**src/rtl/ssd_pkg.sv**
```systemverilog
// Shared types, register codes and constants for the speech segment detector.
// No dependencies.
package ssd_pkg;

  localparam int unsigned CfgIdxW  = 2;
  localparam int unsigned CfgDataW = 20;
  localparam int unsigned PosW     = 32;
  localparam int unsigned ProbW    = 16;
  localparam int unsigned WinW     = 13;
  localparam int unsigned LenW     = 20;
  // 20 * 65535 fits in 21 bits
  localparam int unsigned ScaledW  = 21;

  // Configuration register indexes
  typedef enum logic [CfgIdxW-1:0] {
    REG_THRESHOLD   = 2'd0,
    REG_WINDOW      = 2'd1,
    REG_MIN_SILENCE = 2'd2,
    REG_MIN_SPEECH  = 2'd3
  } ssd_reg_e;

  // Register reset values
  localparam logic [ProbW-1:0] ThresholdRst  = 16'd32768;
  localparam logic [WinW-1:0]  WindowRst     = 13'd512;
  localparam logic [LenW-1:0]  MinSilenceRst = 20'd1600;
  localparam logic [LenW-1:0]  MinSpeechRst  = 20'd32000;

  // Low threshold in units of 1/20: max(20t - 0.15*20*2^16, 0.1*20*2^16)
  localparam logic [ScaledW-1:0] LowOffset = 21'd196608;
  localparam logic [ScaledW-1:0] LowFloor  = 21'd131072;
  localparam logic [ScaledW-1:0] LowKnee   = 21'd327680;

  typedef struct packed {
    logic [ProbW-1:0] win_prob;
    logic             continue_segment;
  } ssd_in_t;

  typedef struct packed {
    logic            speaking;
    logic [PosW-1:0] segment_start;
    logic [PosW-1:0] segment_end;
    logic            segment_closed;
    logic [PosW-1:0] position;
  } ssd_out_t;

  typedef struct packed {
    logic [ProbW-1:0] threshold;
    logic [WinW-1:0]  window;
    logic [LenW-1:0]  min_silence;
    logic [LenW-1:0]  min_speech;
  } ssd_cfg_t;

  // x * 20 as two shifts and an add
  function automatic logic [ScaledW-1:0] times20(input logic [ProbW-1:0] x);
    logic [ScaledW-1:0] xe;
    xe = ScaledW'(x);
    return (xe << 4) + (xe << 2);
  endfunction

endpackage

```
**src/rtl/ssd_cfg_regs.sv**
```systemverilog
// Configuration register file of the speech segment detector.
// Depends on ssd_pkg.
module ssd_cfg_regs (
  input  logic                           clk_i,
  input  logic                           rst_ni,
  input  logic                           cfg_we_i,
  input  logic [ssd_pkg::CfgIdxW-1:0]    cfg_index_i,
  input  logic [ssd_pkg::CfgDataW-1:0]   cfg_wdata_i,
  output ssd_pkg::ssd_cfg_t              cfg_o
);
  import ssd_pkg::*;

  ssd_cfg_t cfg_q;
  ssd_reg_e reg_sel;

  assign reg_sel = ssd_reg_e'(cfg_index_i);

  // Register writes, each truncated to its field width
  always_ff @(posedge clk_i or negedge rst_ni) begin
    if (!rst_ni) begin
      cfg_q.threshold   <= ThresholdRst;
      cfg_q.window      <= WindowRst;
      cfg_q.min_silence <= MinSilenceRst;
      cfg_q.min_speech  <= MinSpeechRst;
    end else if (cfg_we_i) begin
      unique case (reg_sel)
        REG_THRESHOLD:   cfg_q.threshold   <= cfg_wdata_i[ProbW-1:0];
        REG_WINDOW:      cfg_q.window      <= cfg_wdata_i[WinW-1:0];
        REG_MIN_SILENCE: cfg_q.min_silence <= cfg_wdata_i[LenW-1:0];
        REG_MIN_SPEECH:  cfg_q.min_speech  <= cfg_wdata_i[LenW-1:0];
        default: ;
      endcase
    end
  end

  assign cfg_o = cfg_q;

endmodule

```
**src/rtl/ssd_core.sv**
```systemverilog
// Segmenter state and next-state logic: position, open flag, start/end and
// silence marks. Depends on ssd_pkg.
module ssd_core (
  input  logic               clk_i,
  input  logic               rst_ni,
  input  logic               step_i,
  input  ssd_pkg::ssd_in_t   item_i,
  input  ssd_pkg::ssd_cfg_t  cfg_i,
  output ssd_pkg::ssd_out_t  res_o
);
  import ssd_pkg::*;

  logic            open_q, open_d;
  logic            sil_valid_q, sil_valid_d;
  logic [PosW-1:0] sil_mark_q, sil_mark_d;
  logic [PosW-1:0] pos_q, pos_d;
  logic [PosW-1:0] start_q, start_d;
  logic [PosW-1:0] end_q, end_d;
  logic            closed;

  logic               is_speech;
  logic               is_silence;
  logic [ScaledW-1:0] p20;
  logic [ScaledW-1:0] t20;
  logic [ScaledW-1:0] low;
  logic [PosW-1:0]    mark_eff;
  logic [PosW-1:0]    speech_len;
  logic [PosW-1:0]    silence_len;

  // Hysteresis thresholds, exact in units of 1/20
  assign p20        = times20(item_i.win_prob);
  assign t20        = times20(cfg_i.threshold);
  assign low        = (t20 > LowKnee) ? (t20 - LowOffset) : LowFloor;
  assign is_speech  = item_i.win_prob >= cfg_i.threshold;
  assign is_silence = p20 < low;

  assign pos_d       = pos_q + PosW'(cfg_i.window);
  assign speech_len  = pos_d - start_q;
  assign mark_eff    = sil_valid_q ? sil_mark_q : pos_d;
  assign silence_len = pos_d - mark_eff;

  // Segment decisions for this window
  always_comb begin
    open_d      = open_q;
    sil_valid_d = sil_valid_q;
    sil_mark_d  = sil_mark_q;
    start_d     = start_q;
    end_d       = end_q;
    closed      = 1'b0;
    if (is_speech) begin
      sil_valid_d = 1'b0;
      sil_mark_d  = '0;
      if (!open_q) begin
        open_d = 1'b1;
        if (!item_i.continue_segment) begin
          start_d = pos_q;
          end_d   = '0;
        end
      end
    end else if (is_silence && open_q) begin
      if (speech_len >= PosW'(cfg_i.min_speech)) begin
        if (silence_len >= PosW'(cfg_i.min_silence)) begin
          end_d       = mark_eff;
          sil_valid_d = 1'b0;
          sil_mark_d  = '0;
          open_d      = 1'b0;
          closed      = 1'b1;
        end else begin
          sil_valid_d = 1'b1;
          sil_mark_d  = mark_eff;
        end
      end
    end
  end

  // State update on each processed request
  always_ff @(posedge clk_i or negedge rst_ni) begin
    if (!rst_ni) begin
      open_q      <= 1'b0;
      sil_valid_q <= 1'b0;
      sil_mark_q  <= '0;
      pos_q       <= '0;
      start_q     <= '0;
      end_q       <= '0;
    end else if (step_i) begin
      open_q      <= open_d;
      sil_valid_q <= sil_valid_d;
      sil_mark_q  <= sil_mark_d;
      pos_q       <= pos_d;
      start_q     <= start_d;
      end_q       <= end_d;
    end
  end

  assign res_o.speaking       = open_d;
  assign res_o.segment_start  = start_d;
  assign res_o.segment_end    = end_d;
  assign res_o.segment_closed = closed;
  assign res_o.position       = pos_d;

endmodule

```
**src/rtl/speech_segment_detector.sv**
```systemverilog
// Top level of the speech segment detector: input register, segmenter core,
// result register. Depends on ssd_pkg, ssd_cfg_regs and ssd_core.
//
//  channel | direction | handshake             | payload
//  in      | input     | in_valid_i/in_ready_o   | in_data_i  (ssd_in_t)
//  out     | output    | out_valid_o/out_ready_i | out_data_o (ssd_out_t)
//  cfg     | input     | cfg_we_i (no stall)     | cfg_index_i, cfg_wdata_i
//
// One request per cycle sustained while the output is not stalled; a taken
// request passes the input register, then the result register, to the output.
// The segmenter state updates once per request as it moves from the input
// register into the result register.
// A stalled result holds both stages; the input side stays ready while the
// input register is empty. Reset clears all but the two data registers.
module speech_segment_detector (
  input  logic                          clk_i,
  input  logic                          rst_ni,
  input  logic                          in_valid_i,
  output logic                          in_ready_o,
  input  ssd_pkg::ssd_in_t              in_data_i,
  output logic                          out_valid_o,
  input  logic                          out_ready_i,
  output ssd_pkg::ssd_out_t             out_data_o,
  input  logic                          cfg_we_i,
  input  logic [ssd_pkg::CfgIdxW-1:0]   cfg_index_i,
  input  logic [ssd_pkg::CfgDataW-1:0]  cfg_wdata_i
);
  import ssd_pkg::*;

  ssd_cfg_t cfg;
  ssd_in_t  in_data_q;
  logic     in_valid_q;
  ssd_out_t res;
  ssd_out_t out_data_q;
  logic     out_valid_q;
  logic     advance;
  logic     step;

  assign advance    = !out_valid_q || out_ready_i;
  assign in_ready_o = !in_valid_q || advance;
  assign step       = in_valid_q && advance;

  ssd_cfg_regs u_cfg (
    .clk_i       (clk_i),
    .rst_ni      (rst_ni),
    .cfg_we_i    (cfg_we_i),
    .cfg_index_i (cfg_index_i),
    .cfg_wdata_i (cfg_wdata_i),
    .cfg_o       (cfg)
  );

  ssd_core u_core (
    .clk_i  (clk_i),
    .rst_ni (rst_ni),
    .step_i (step),
    .item_i (in_data_q),
    .cfg_i  (cfg),
    .res_o  (res)
  );

  // Input register
  always_ff @(posedge clk_i or negedge rst_ni) begin
    if (!rst_ni) begin
      in_valid_q <= 1'b0;
    end else if (in_ready_o) begin
      in_valid_q <= in_valid_i;
    end
  end

  always_ff @(posedge clk_i) begin
    if (in_valid_i && in_ready_o) begin
      in_data_q <= in_data_i;
    end
  end

  // Result register
  always_ff @(posedge clk_i or negedge rst_ni) begin
    if (!rst_ni) begin
      out_valid_q <= 1'b0;
    end else if (advance) begin
      out_valid_q <= in_valid_q;
    end
  end

  always_ff @(posedge clk_i) begin
    if (step) begin
      out_data_q <= res;
    end
  end

  assign out_valid_o = out_valid_q;
  assign out_data_o  = out_data_q;

endmodule

```
**config.mk**
```make
export PLATFORM = sky130hd
export DESIGN_NAME = speech_segment_detector
export DESIGN_NICKNAME = d
export VERILOG_FILES = /design/src/rtl/ssd_pkg.sv /design/src/rtl/ssd_cfg_regs.sv /design/src/rtl/ssd_core.sv /design/src/rtl/speech_segment_detector.sv
export SDC_FILE = /design/constraint.sdc
export NUM_CORES = 1
export LEC_CHECK = 0
export ABC_AREA = 1
export BUFFER_PORTS_ARGS = -buffer_cell sky130_fd_sc_hd__buf_2
export CAP_MARGIN = 20
export CELL_PAD_IN_SITES_DETAIL_PLACEMENT = 2
export CELL_PAD_IN_SITES_GLOBAL_PLACEMENT = 2
export CORE_ASPECT_RATIO = 0.5
export CORE_MARGIN = 4
export CORE_UTILIZATION = 38
export CTS_BUF_LIST = sky130_fd_sc_hd__clkbuf_8
export DETAILED_ROUTE_END_ITERATION = 10
export PLACE_DENSITY_LB_ADDON = 0.1
export SLEW_MARGIN = 20
export SYNTH_ARGS = -nofsm -noshare
export SYNTH_HDL_FRONTEND = slang
export SYNTH_SLANG_ARGS = --single-unit
```
**constraint.sdc**
```tcl
create_clock -name clk_i -period 6.86 [get_ports clk_i]
set_clock_uncertainty 0.2 [all_clocks]
set_input_delay 0.343 -clock clk_i [delete_from_list [all_inputs] [get_ports clk_i]]
set_output_delay 0.343 -clock clk_i [all_outputs]
set_load 0.005 [all_outputs]
```
Word level (Yosys, flattened, before mapping)
Index checks and enable logic that the tools add are counted.

word-level totals
  logic and storage cells = 75
  bits in registers = 316
  output and inout port bits = 100
  bits of input ports = 44

cells by class
  reductions and logical operators = 16
  bitwise operators = 2
  equal/unequal tests = 3
  muxes and demuxes = 24
  $lt $le $gt $ge = 5
  add/sub/neg operators = 6

operator list
  kind                                                                    count
  32-bit two-way mux                                                      14
  32-bit by 20-bit greater-or-equal comparator with 1-bit output          2
  32-bit subtractor                                                       2
  20-bit by 18-bit adder with 21-bit output                               2
  32-bit by 13-bit adder with 32-bit output                               1
  21-bit by 19-bit > comparator with 1-bit output, second input constant  1
  21-bit < comparator                                                     1
  21-bit two-way mux                                                      1
  21-bit by 18-bit subtractor with 21-bit output, second input constant   1
  16-bit greater-or-equal comparator                                      1
  1-bit two-way mux                                                       9
  2-bit AND reduction                                                     4
  2-bit equality test, second input constant                              2
  2-bit nonzero test                                                      2
  1-bit logical AND                                                       3
  3-bit AND reduction                                                     1
  3-bit OR reduction                                                      1
  2-bit by 1-bit equality test with 1-bit output, second input constant   1
  1-bit logical NOT                                                       2
  2-bit logical NOT                                                       1
  1-bit logical OR                                                        2
  1-bit inverter                                                          2

Depth between registers and ports, before layout
Gate-level depths: netlist of the first run.

  depth after elaboration = 8
  depth in mapped cells = 38
  mapped depth without buffers = 37

By module
Synthesis of the first run repeated with hierarchy kept, for this count alone.

second synthesis, totals
  cells, all modules = 2836
  area, all modules = 21911.0 µm²

modules (own cells, without submodules)
  module                   area an instance (µm²)  times used  seq. area each (µm²)  cells each
  ssd_core                 15462.3                 1           3253.1                2399
  speech_segment_detector  3548.4                  1           3503.4                127
  ssd_cfg_regs             2900.3                  1           1740.4                310

Worst setup path after synthesis of the first run
No wires, ideal clock.

  kind = reg2reg
  start point = reg u_core.pos_q[0]
  end point = reg out_data_q, in the netlist out_data_o[44], data pin
  clock period less this slack = 5.257 ns
  arrival = 4.801 ns
  slack = 1.603 ns
  data required time = 6.404 ns
  library setup time = 0.256 ns
  cell stages (with the launch flop) = 36
  path through = dfrtp_1 -> ha_1 -> inv_1 -> fa_1 -> o21bai_1 -> xor2_1 -> o21ai_0 -> ha_1 -> a21oi_1 -> o21ai_0 -> a21oi_1 -> nor2_1 -> a21o_1 -> nand3_1 -> nand2_1 -> nand2_1 -> nand2_1 -> nand2_1 -> nand2_1 -> xor2_1 -> ha_1 -> a21oi_1 -> nor2_1 -> a211oi_1 -> nand2_1 -> a21oi_1 -> nand2_1 -> nor2_1 -> nand2_1 -> nor2_2 -> nand2_4 -> nand3_4 -> buf_8 -> nand2_2 -> nand3_2 -> nand2_2

RTL lines
  item                      RTL line                       source
  start: declaration        ssd_core.sv:16                 logic [PosW-1:0] pos_q, pos_d;
  start signal: assignment  ssd_core.sv:89                 pos_q <= pos_d;
  end signal: assignment    speech_segment_detector.sv:87  out_data_q <= res;
  end: declaration          speech_segment_detector.sv:34  ssd_out_t out_data_q;

==> reports/qor.yml, run 1 <==
outcome:
  outcome: "finished, final reports clean"
clocking:
  cts.reportedPaths.clkPinSlew_ps: 70
  clock_tree.htree_level_count: 2
  numCtsBuffers: 52
  ctsLongestPathBuffers: 3
  cts_tree: "done"
  clockRootBuffer: "clkbuf_8"
  clock_insertion_delay_worst_skew_ps: 650
  clock-sinks: 316
synthesis:
  post_synth_num_cell_types: 58
  portion_of_the_post_synthesis_area_used_by_sequential_elements_pct: 39.28
  syn_inst: 2765
  yosysTopAreaCell: "dfrtp_1"
  post_synth_main_area_contributors: "dfrtp_1, edfxtp_1, nand2_1"
  synth_top_area_share_pct: 21.98
  synth_nets: 2982
  postSynthRegisterBits: 316
  yosysWarnings: 0
  syn_area_per_cell_um2: 7.823
  synthesis.area_mm2: 0.02163
setup_path:
  worst_path_largest_cell_delay_ps: 400
  criticalPathCategory: "register to register"
  worstPathBufferInverterCount: 4
  cp.arrival_ps: 6710
  kind_of_launch_point_of_the_worst_setup_path: "register"
  slowest_stage: "dfrtp_1"
  path_max_fanout: 11
  worstPathRequired_ps: 7160
  worst_setup_end_kind: "register"
  critPathTopFamily: "simple AND/OR/NAND/NOR gates"
detailed_routing:
  vias: 20350
  initialDrtViolationCount: 1207
  drt_first_pass_iters: 6
  vias_per_cell: 5.382
  route.detailed.drc: 0
  wire_per_inst_um: 22.37
  ant_nets: 0
  wl_mm: 84.62
floorplan:
  design.portCount: 144
  initial_utilization_pct: 38.66
  die-width_um: 345.4
  placement_rows: 61
  die_height_um: 176.7
  design.die.area_mm2: 0.06103
  core_area_mm2: 0.05594
place:
  gpl.final_weighted_congestion: 0.8829
  post-dp-hpwl_mm: 63.53
  placement.setup.worst_slack_ps: 158.1
  io_buf_count: 143
sta:
  fin_worst_hold_slack_ps: 26.54
  timing.final.max_slew_violations: 0
  final.period_utilization_pct: 93.47
  timing.slew.headroom_pct: 32.88
  final.setup.worst_slack_ps: 448.2
  max_slew.worst_pin.slew_ps: 996.3
  timing_hold_violations_final: 0
  finalCriticalPeriod_ps: 6412
  setup_tns_final_ps: 0
  achievable-frequency_mhz: 156.0
  timing.final.setup_violations: 0
finish:
  num-nets-final: 3197
  layout.cells.most_common_list: "nand2_1, inv_1, o21ai_0"
  layout-drive-gt1-share_pct: 14.91
  final_common_cell: "nand2_1"
  fillCellCount: 6441
  synthToLayoutAreaGrowth_pct: 15.42
global_routing:
  grt_start_max_net_pins: 139
  first_global_vias: 22210
  antenna_found_initial: 5
  wire_length_of_the_first_global_routing_pass_mm: 130.8
  grt_remaining_overflow: 0
  grt_util_all_layers_pct: 27.41
run:
  cap_violations: 0
worst_hold_path:
  hold_crit_path_type: "input port to async pin"
-- through the flow --
step | utilization (%) | cells | instance area, um2
2_1_floorplan | - | 2765 | 21630
3_3_place_gp | 41.77 | 3634 | 23370
3_5_place_dp | 41.78 | 3634 | 23370
4_1_cts | 44.38 | 3774 | 24830
5_1_grt | 44.62 | 3781 | 24960
6_report | 44.62 | 3782 | 24960
-- area by class of cell --
| class | instances | area (um2) | area share, % |
|---|---|---|---|
| Tap cell | 756 | 945.9 | 3.789 |
| Inverter | 439 | 1655 | 6.631 |
| Timing Repair Buffer | 237 | 1639 | 6.566 |
| Clock buffer | 58 | 798.3 | 3.198 |
| Multi-Input combinational cell | 1934 | 11190 | 44.81 |
| Antenna cell | 2 | 5.005 | 0.02005 |
| Sequential cell | 316 | 8497 | 34.04 |
| Clock inverter | 40 | 237.7 | 0.9523 |
-- timing repair --
action / 4_1_cts / 5_1_grt
endpoints found under the hold margin: 151 / 0
buffers inserted: 0 / 5
hold buffers: 42 / 0
setup endpoints to repair: 0 / 100
gates resized for setup: 0 / 20
-- Yosys cell counts (all sizes together) --
master / instances
or2: 2
o31ai: 3
a2111oi: 4
nor4b: 1
fa: 5
a311oi: 1
a31oi: 7
a21boi: 4
nand2: 773
o2111ai: 1
and3: 1
and2: 3
nand3: 194
nand3b: 6
o21ai: 241
nor2: 131
a21oi: 138
a31o: 1
a211oi: 6
nor4: 4
o221ai: 1
dfrtp: 190
inv: 435
o41ai: 1
clkbuf: 48
xnor2: 19
edfxtp: 115
nand4: 64
dfstp: 11
clkinv: 4
nor3: 27
o22ai: 32
buf: 28
o21bai: 12
xor2: 70
a21o: 8
o21a: 1
o211ai: 5
ha: 168
-- cells by family (layout without fill, tap and decap cells) --
family | count (synthesis) | in the layout | share of synthesized area [%]
flops | 316 | 316 | 39.28
simple gates | 1206 | 1206 | 24.97
fa+ha+maj | 173 | 173 | 10.18
compound gates | 466 | 466 | 12.61
xor+xnor | 89 | 89 | 3.604
other cells | 0 | 2 | 0
buf+inv | 515 | 774 | 9.354
-- metal layers --
layer,wire [um],part of all wire (%),track usage (%),vias up
met3,4052,4.8,4.230,110
met4,1572,1.9,5.672,0
met1,39720,47,37.66,10360
li1,-,-,-,9502
met5,0,0,0,-
met2,39270,46,46.12,378
-- flip-flops by register name, summed over array words and instances, names as in the netlist, 17 cells and up --
register and count:
u_core.end_q 32, u_core.sil_mark_q 32, u_core.start_q 32, u_cfg.cfg_o 69, u_core.pos_q 32, in_data_q 17, out_data_o 98
-- worst paths after layout --
check | from | endpoint | slack (ps) | cells after the start
worst max-delay path | u_core.pos_q[0] | u_core.sil_mark_q[22] | 450 | 33
worst min-delay path | rst_ni | u_core.end_q[13] | 30 | 2
worst max register to register | u_core.pos_q[0] | u_core.sil_mark_q[22] | 450 | 33
worst min register to register | u_cfg.cfg_o[19] | u_cfg.cfg_o[19] | 290 | 2
max in group asynchronous | rst_ni | u_cfg.cfg_o[50] | 5060 | 3
min in group clk_i | cfg_we_i | u_cfg.cfg_o[2] | 210 | 3
Power of run 1 is not shown: default switching activity piles up to over one toggle a cycle in this logic, so the estimate is an artifact.
==> run 2, diff against run 1 <==
--- a/config.mk
+++ b/config.mk
@@ -10,10 +10,11 @@
 export CAP_MARGIN = 20
 export CELL_PAD_IN_SITES_DETAIL_PLACEMENT = 2
 export CELL_PAD_IN_SITES_GLOBAL_PLACEMENT = 2
-export CORE_ASPECT_RATIO = 0.5
+export CORE_ASPECT_RATIO = 1.75
 export CORE_MARGIN = 4
 export CORE_UTILIZATION = 38
 export CTS_BUF_LIST = sky130_fd_sc_hd__clkbuf_8
+export CTS_CLUSTER_DIAMETER = 30
 export DETAILED_ROUTE_END_ITERATION = 10
 export PLACE_DENSITY_LB_ADDON = 0.1
 export SLEW_MARGIN = 20
==> run 2 against run 1 <==
- via count rose by 0.55%
- critical path depth rose by 5
- die area fell by 0.13%
- maximum frequency fell by 2.2%
- largest cell class unchanged
==> reports/qor.yml, run 2 (synthesis results as in run 1) <==
place:
  post-dp-hpwl_mm: 66.91  # +5.3%
  postPlaceCellArea_mm2: 0.02344  # +0.27%
  number_of_placed_cells_counting_well_taps: 3647  # +0.36%
  gpl.final_weighted_congestion: 0.9370  # +6.1%
  io_buf_count: 143  # unchanged
floorplan:
  initial_utilization_pct: 38.45  # -0.22 points
  design.portCount: 144  # unchanged
  design.die.area_mm2: 0.06095  # -0.13%
  die_height_um: 323.6  # +83%
  die-width_um: 188.4  # -45%
  placement_rows: 115  # +89%
  core_area_mm2: 0.05626  # +0.56%
detailed_routing:
  initialDrtViolationCount: 868  # -28%
  vias_per_cell: 5.349  # -0.61%
  route.detailed.drc: 0  # unchanged
  wire_per_inst_um: 22.75  # +1.7%
  ant_nets: 0  # unchanged
  vias: 20460  # +0.55%
  wl_mm: 87.05  # +2.9%
  drt_first_pass_iters: 7  # +1
finish:
  layout-drive-gt1-share_pct: 16.22  # +1.3 points
  num-nets-final: 3225  # +0.88%
  largest_register_ff_count: 98  # unchanged
  post-route-util_pct: 45.61  # +0.98 points
  fillCellCount: 6442  # +0.016%
  final_cells: 3826  # +1.2%
  design_area_mm2: 0.02566  # +2.8%
  final_common_cell: "nand2_1"
  layout.cells.most_common_list: "nand2_1, inv_1, o21ai_0"
  synthToLayoutAreaGrowth_pct: 18.63
sta:
  timing.final.max_slew_violations: 0  # unchanged
  timing.slew.headroom_pct: 24.25  # -8.6 points
  timing_hold_violations_final: 0  # unchanged
  timing.final.setup_violations: 0  # unchanged
  setup_tns_final_ps: 0  # unchanged
  max_slew.worst_pin.slew_ps: 1129  # +133.0 ps
  final.period_utilization_pct: 95.54  # +2.1 points
  finalCriticalPeriod_ps: 6554  # +142.0 ps
  achievable-frequency_mhz: 152.6  # -2.2%
setup_path:
  cp.arrival_ps: 6890  # +180 ps
  ff2ff_path_depth: 38  # +15%
  slowest_stage: "fa_1"
  worst-r2r-setup-slack_ps: 310  # -140 ps
  worst_setup_end_kind: "register"
  worstPathRequired_ps: 7200  # +40 ps
  kind_of_launch_point_of_the_worst_setup_path: "register"
  worst_path_largest_cell_delay_ps: 460  # +60 ps
  criticalPathCategory: "register to register"
  path_max_fanout: 15  # +4
  worst_path_most_repeated_cell: "nand2_1"
clocking:
  clockRootBuffer: "clkbuf_8"
  clock-sinks: 316  # unchanged
  ctsLongestPathBuffers: 3  # unchanged
  clock_insertion_delay_worst_skew_ps: 670  # +20 ps
  cts.reportedPaths.clkPinSlew_ps: 60  # about the same
  clock_tree.htree_level_count: 3  # +1
  cts_tree: "done"
  numCtsBuffers: 70  # +35%
global_routing:
  antenna_found_initial: 4  # -1
  grt_remaining_overflow: 0  # unchanged
  wire_length_of_the_first_global_routing_pass_mm: 133.8  # +2.3%
  grt_util_all_layers_pct: 28.22  # +0.81 points
  grt_start_max_net_pins: 133  # -4.3%
  first_global_vias: 23640  # +6.4%
outcome:
  outcome: "finished, final reports clean"
worst_hold_path:
  hold_crit_path_type: "input port to async pin"
run:
  cap_violations: 0  # unchanged
-- run 2: layout make-up --
type,count,area [um2],share of cell area [%]
Multi-Input combinational cell,1934,11170,43.55
Sequential cell,316,8498,33.12
Antenna cell,2,5.005,0.01951
Timing Repair Buffer,247,1705,6.647
Tap cell,760,950.9,3.706
Clock inverter,51,609.3,2.375
Clock buffer,77,1060,4.130
Inverter,439,1655,6.451
-- run 2: worst paths after layout --
path                                  start               end
min reg2reg                u_core.pos_q[25]  u_core.pos_q[25]
min in group clk_i                 cfg_we_i   u_cfg.cfg_o[26]
max                         u_core.pos_q[0]  u_core.end_q[11]
min                                  rst_ni  u_core.end_q[25]
max in group asynchronous            rst_ni   u_cfg.cfg_o[54]
max reg2reg                 u_core.pos_q[0]  u_core.end_q[11]
-- run 2: what timing repair did --
action	CTS	global route
gates resized for setup	2	16
hold endpoints to repair	157	0
setup buffers	0	5
cloned	0	0
hold buffers	42	0
pin swaps	0	3
setup endpoints to repair	12	100
-- run 2: worst max-delay path: cells and delay by family, from the launching register on --
kind,cells,cell delay (ps)
simple gates,22,2530
fa+ha+maj,4,1310
compound gates,6,950
buf+inv,4,600
xor+xnor,2,430
flops,1,370
-- run 2: metal layers --
| layer | track usage, % | part of all wire, % | up-vias |
|---|---|---|---|
| met3 | 3.488 | 2.8 | 185 |
| li1 | - | - | 9565 |
| met1 | 28.40 | 36 | 10330 |
| met5 | 0 | 0.015 | - |
| met4 | 13.06 | 4.9 | 2 |
| met2 | 56.87 | 56 | 382 |
-- run 2: metrics by stage --
stage / setup slack, ps / hold WS [ps]
3_5_place_dp: 43.80 / 201.6
2_1_floorplan: 1603 / -152.6
3_3_place_gp: 169.6 / 198.9
4_1_cts: 115.1 / 31.62
5_1_grt: -134.7 / 90.70
6_report: 306.2 / 38.56
Power of run 2 is left out for the same reason.
==> run 3, diff against run 2 <==
--- a/config.mk
+++ b/config.mk
@@ -17,6 +17,7 @@
 export CTS_CLUSTER_DIAMETER = 30
 export DETAILED_ROUTE_END_ITERATION = 10
 export PLACE_DENSITY_LB_ADDON = 0.1
+export RECOVER_POWER = 50
 export SLEW_MARGIN = 20
 export SYNTH_ARGS = -nofsm -noshare
 export SYNTH_HDL_FRONTEND = slang
==> run 3 against run 2 <==
- the flow now finishes with violations (capacitance limit, slew limit)
- register-to-register slack hardly changed
- cell area fell by 0.57%
- sequential share of layout area rose by 0.19 points
- maximum frequency is essentially flat
- worst setup slack worse by 4.1 ps
- first-iteration DRC count is 0.81% lower
- critical path depth shrank 5
- routed wire length is 0.18% lower
- non-clock buffer count unchanged
- cell count did not move
==> reports/qor.yml, run 3 (synthesis results as in run 1) <==
setup_path:
  r2r_end: "u_core.sil_mark_q[9]"
  kind_of_launch_point_of_the_worst_setup_path: "register"
  worst_path_largest_cell_delay_ps: 440  # -20 ps
  worst_path_most_repeated_cell: "nand2_1"
  worst_setup_end_kind: "register"
  ff2ff_path_depth: 33  # -13%
  path_max_fanout: 14  # -1
  setup.worst_path.start: "u_cfg.cfg_o[55]"
  cp.arrival_ps: 6850  # -40 ps
  r2r_start: "u_cfg.cfg_o[55]"
  criticalPathCategory: "register to register"
  worst-r2r-setup-slack_ps: 300  # about the same
  worstPathRequired_ps: 7150  # -50 ps
  slowest_stage: "fa_1"
detailed_routing:
  vias_per_cell: 5.348  # about the same
  route.detailed.drc: 0  # unchanged
  ant_nets: 0  # unchanged
  drt_first_pass_iters: 5  # -2
  wire_per_inst_um: 22.71  # -0.18%
  vias: 20460  # -0.020%
  wl_mm: 86.90  # -0.18%
  initialDrtViolationCount: 861  # -0.81%
sta:
  timing_hold_violations_final: 0  # unchanged
  timing.final.max_slew_violations: 111  # +111
  max_slew.worst_pin.slew_ps: 4386  # +3257 ps
  finalCriticalPeriod_ps: 6558  # +4.137 ps
  fin_worst_hold_slack_ps: 151.0  # +112.5 ps
  final.period_utilization_pct: 95.60  # about the same
  achievable-frequency_mhz: 152.5  # about the same
  timing.final.setup_violations: 0  # unchanged
  timing.slew.headroom_pct: -192.4  # -220 points
clocking:
  clockRootBuffer: "clkbuf_8"
  cts_tree: "done"
  ctsLongestPathBuffers: 3  # unchanged
  clock_tree.htree_level_count: 3  # unchanged
  numCtsBuffers: 70  # unchanged
  cts.reportedPaths.clkPinSlew_ps: 60  # about the same
  clock-sinks: 316  # unchanged
  clock_insertion_delay_worst_skew_ps: 670  # about the same
finish:
  largest_register_ff_count: 98  # unchanged
  final_common_cell: "nand2_1"
  synthToLayoutAreaGrowth_pct: 17.95
  layout.cells.most_common_list: "nand2_1, inv_1, o21ai_0"
  final_cells: 3826  # unchanged
  layout-drive-gt1-share_pct: 13.02  # -3.2 points
  num-nets-final: 3225  # unchanged
worst_hold_path:
  worst_min_delay_path_endpoint: "u_cfg.cfg_o[11]"
  hold_path_startpoint: "cfg_we_i"
  worstHoldPathCells: 5
  hold_crit_path_type: "input port to register"
global_routing:
  first_global_vias: 23640  # unchanged
  wire_length_of_the_first_global_routing_pass_mm: 133.8  # unchanged
  grt_start_max_net_pins: 133  # unchanged
  antenna_found_initial: 3  # -1
  grt_util_all_layers_pct: 28.22  # unchanged
  grt_remaining_overflow: 0  # unchanged
floorplan:
  core_area_mm2: 0.05626  # unchanged
  die-width_um: 188.4  # unchanged
  design.portCount: 144  # unchanged
  placement_rows: 115  # unchanged
  die_height_um: 323.6  # unchanged
  design.die.area_mm2: 0.06095  # unchanged
  initial_utilization_pct: 38.45  # unchanged
place:
  post-dp-hpwl_mm: 66.91  # unchanged
  number_of_placed_cells_counting_well_taps: 3647  # unchanged
  io_buf_count: 143  # unchanged
  gpl.final_weighted_congestion: 0.9370  # unchanged
run:
  cap_violations: 2  # +2
outcome:
  failing_checks: "capacitance limit, slew limit"
  outcome: "finished with violations"
## run 3: cell types whose count changed in the layout (fill, tap and decap cells not counted)
cell,previous run,this run
buf_2,142,54
clkbuf_8,78,77
dfstp_2,11,7
dfstp_1,0,4
clkbuf_1,0,93
buf_1,0,1
buf_4,53,49
buf_8,1,0
## run 3: metal layers
metal  part of all wire, %  GRT usage (%)  routed length (um)
met5                     0              0                   0
met2                    56          56.87               48890
met1                    36          28.40               31580
met4                   4.9          13.06                4218
met3                   2.5          3.488                2212
## run 3: critical path, delay by kind of cell, from the launching register on
kind / cells / cell delay [ps]
AOI/OAI and AO/OA: 11 / 2290
DFF: 1 / 340
and+or+nand+nor: 10 / 930
xor gates and xnor gates: 1 / 280
adders and majority gates: 4 / 1170
buffers and inverters: 7 / 1140
## run 3: cell type report
cell class                 count  area, um2
antenna                        2      5.005
clock buffer                  77       1060
clock inverter                51      609.3
fill                        6487      30750
inverter                     439       1655
multi-input combinational   1934      11170
sequential                   316       8498
tap                          760      950.9
timing repair buffer         247       1559
## run 3: timing repair
action,CTS,global route
pin swaps,0,3
resized for setup,2,16
endpoints found under the setup margin,12,100
endpoints found under the hold margin,157,0
setup buffers,0,5
hold buffers,42,0
## run 3: how the worst max path moves through the flow
| stage | to | cells after the start |
|---|---|---|
| after global placement | out_data_o[47] | 33 |
| after CTS | u_core.sil_mark_q[9] | 32 |
| after floorplan | out_data_o[44] | 35 |
| final | u_core.sil_mark_q[9] | 33 |
| after detailed placement | out_data_o[47] | 33 |
| after global routing | u_core.end_q[11] | 35 |
## run 3: stage by stage
stage	cell area, um2	TNS, ps	utilization [%]	worst slack [ps]
floorplan	21630	0	-	1603
global placement	23440	0	41.66	169.6
detailed placement	23440	0	41.66	43.80
CTS	25540	0	45.40	115.1
global route	25510	-3692	45.34	-132.8
finish	25510	0	45.35	302.1
Power of run 3 is left out for the same reason.
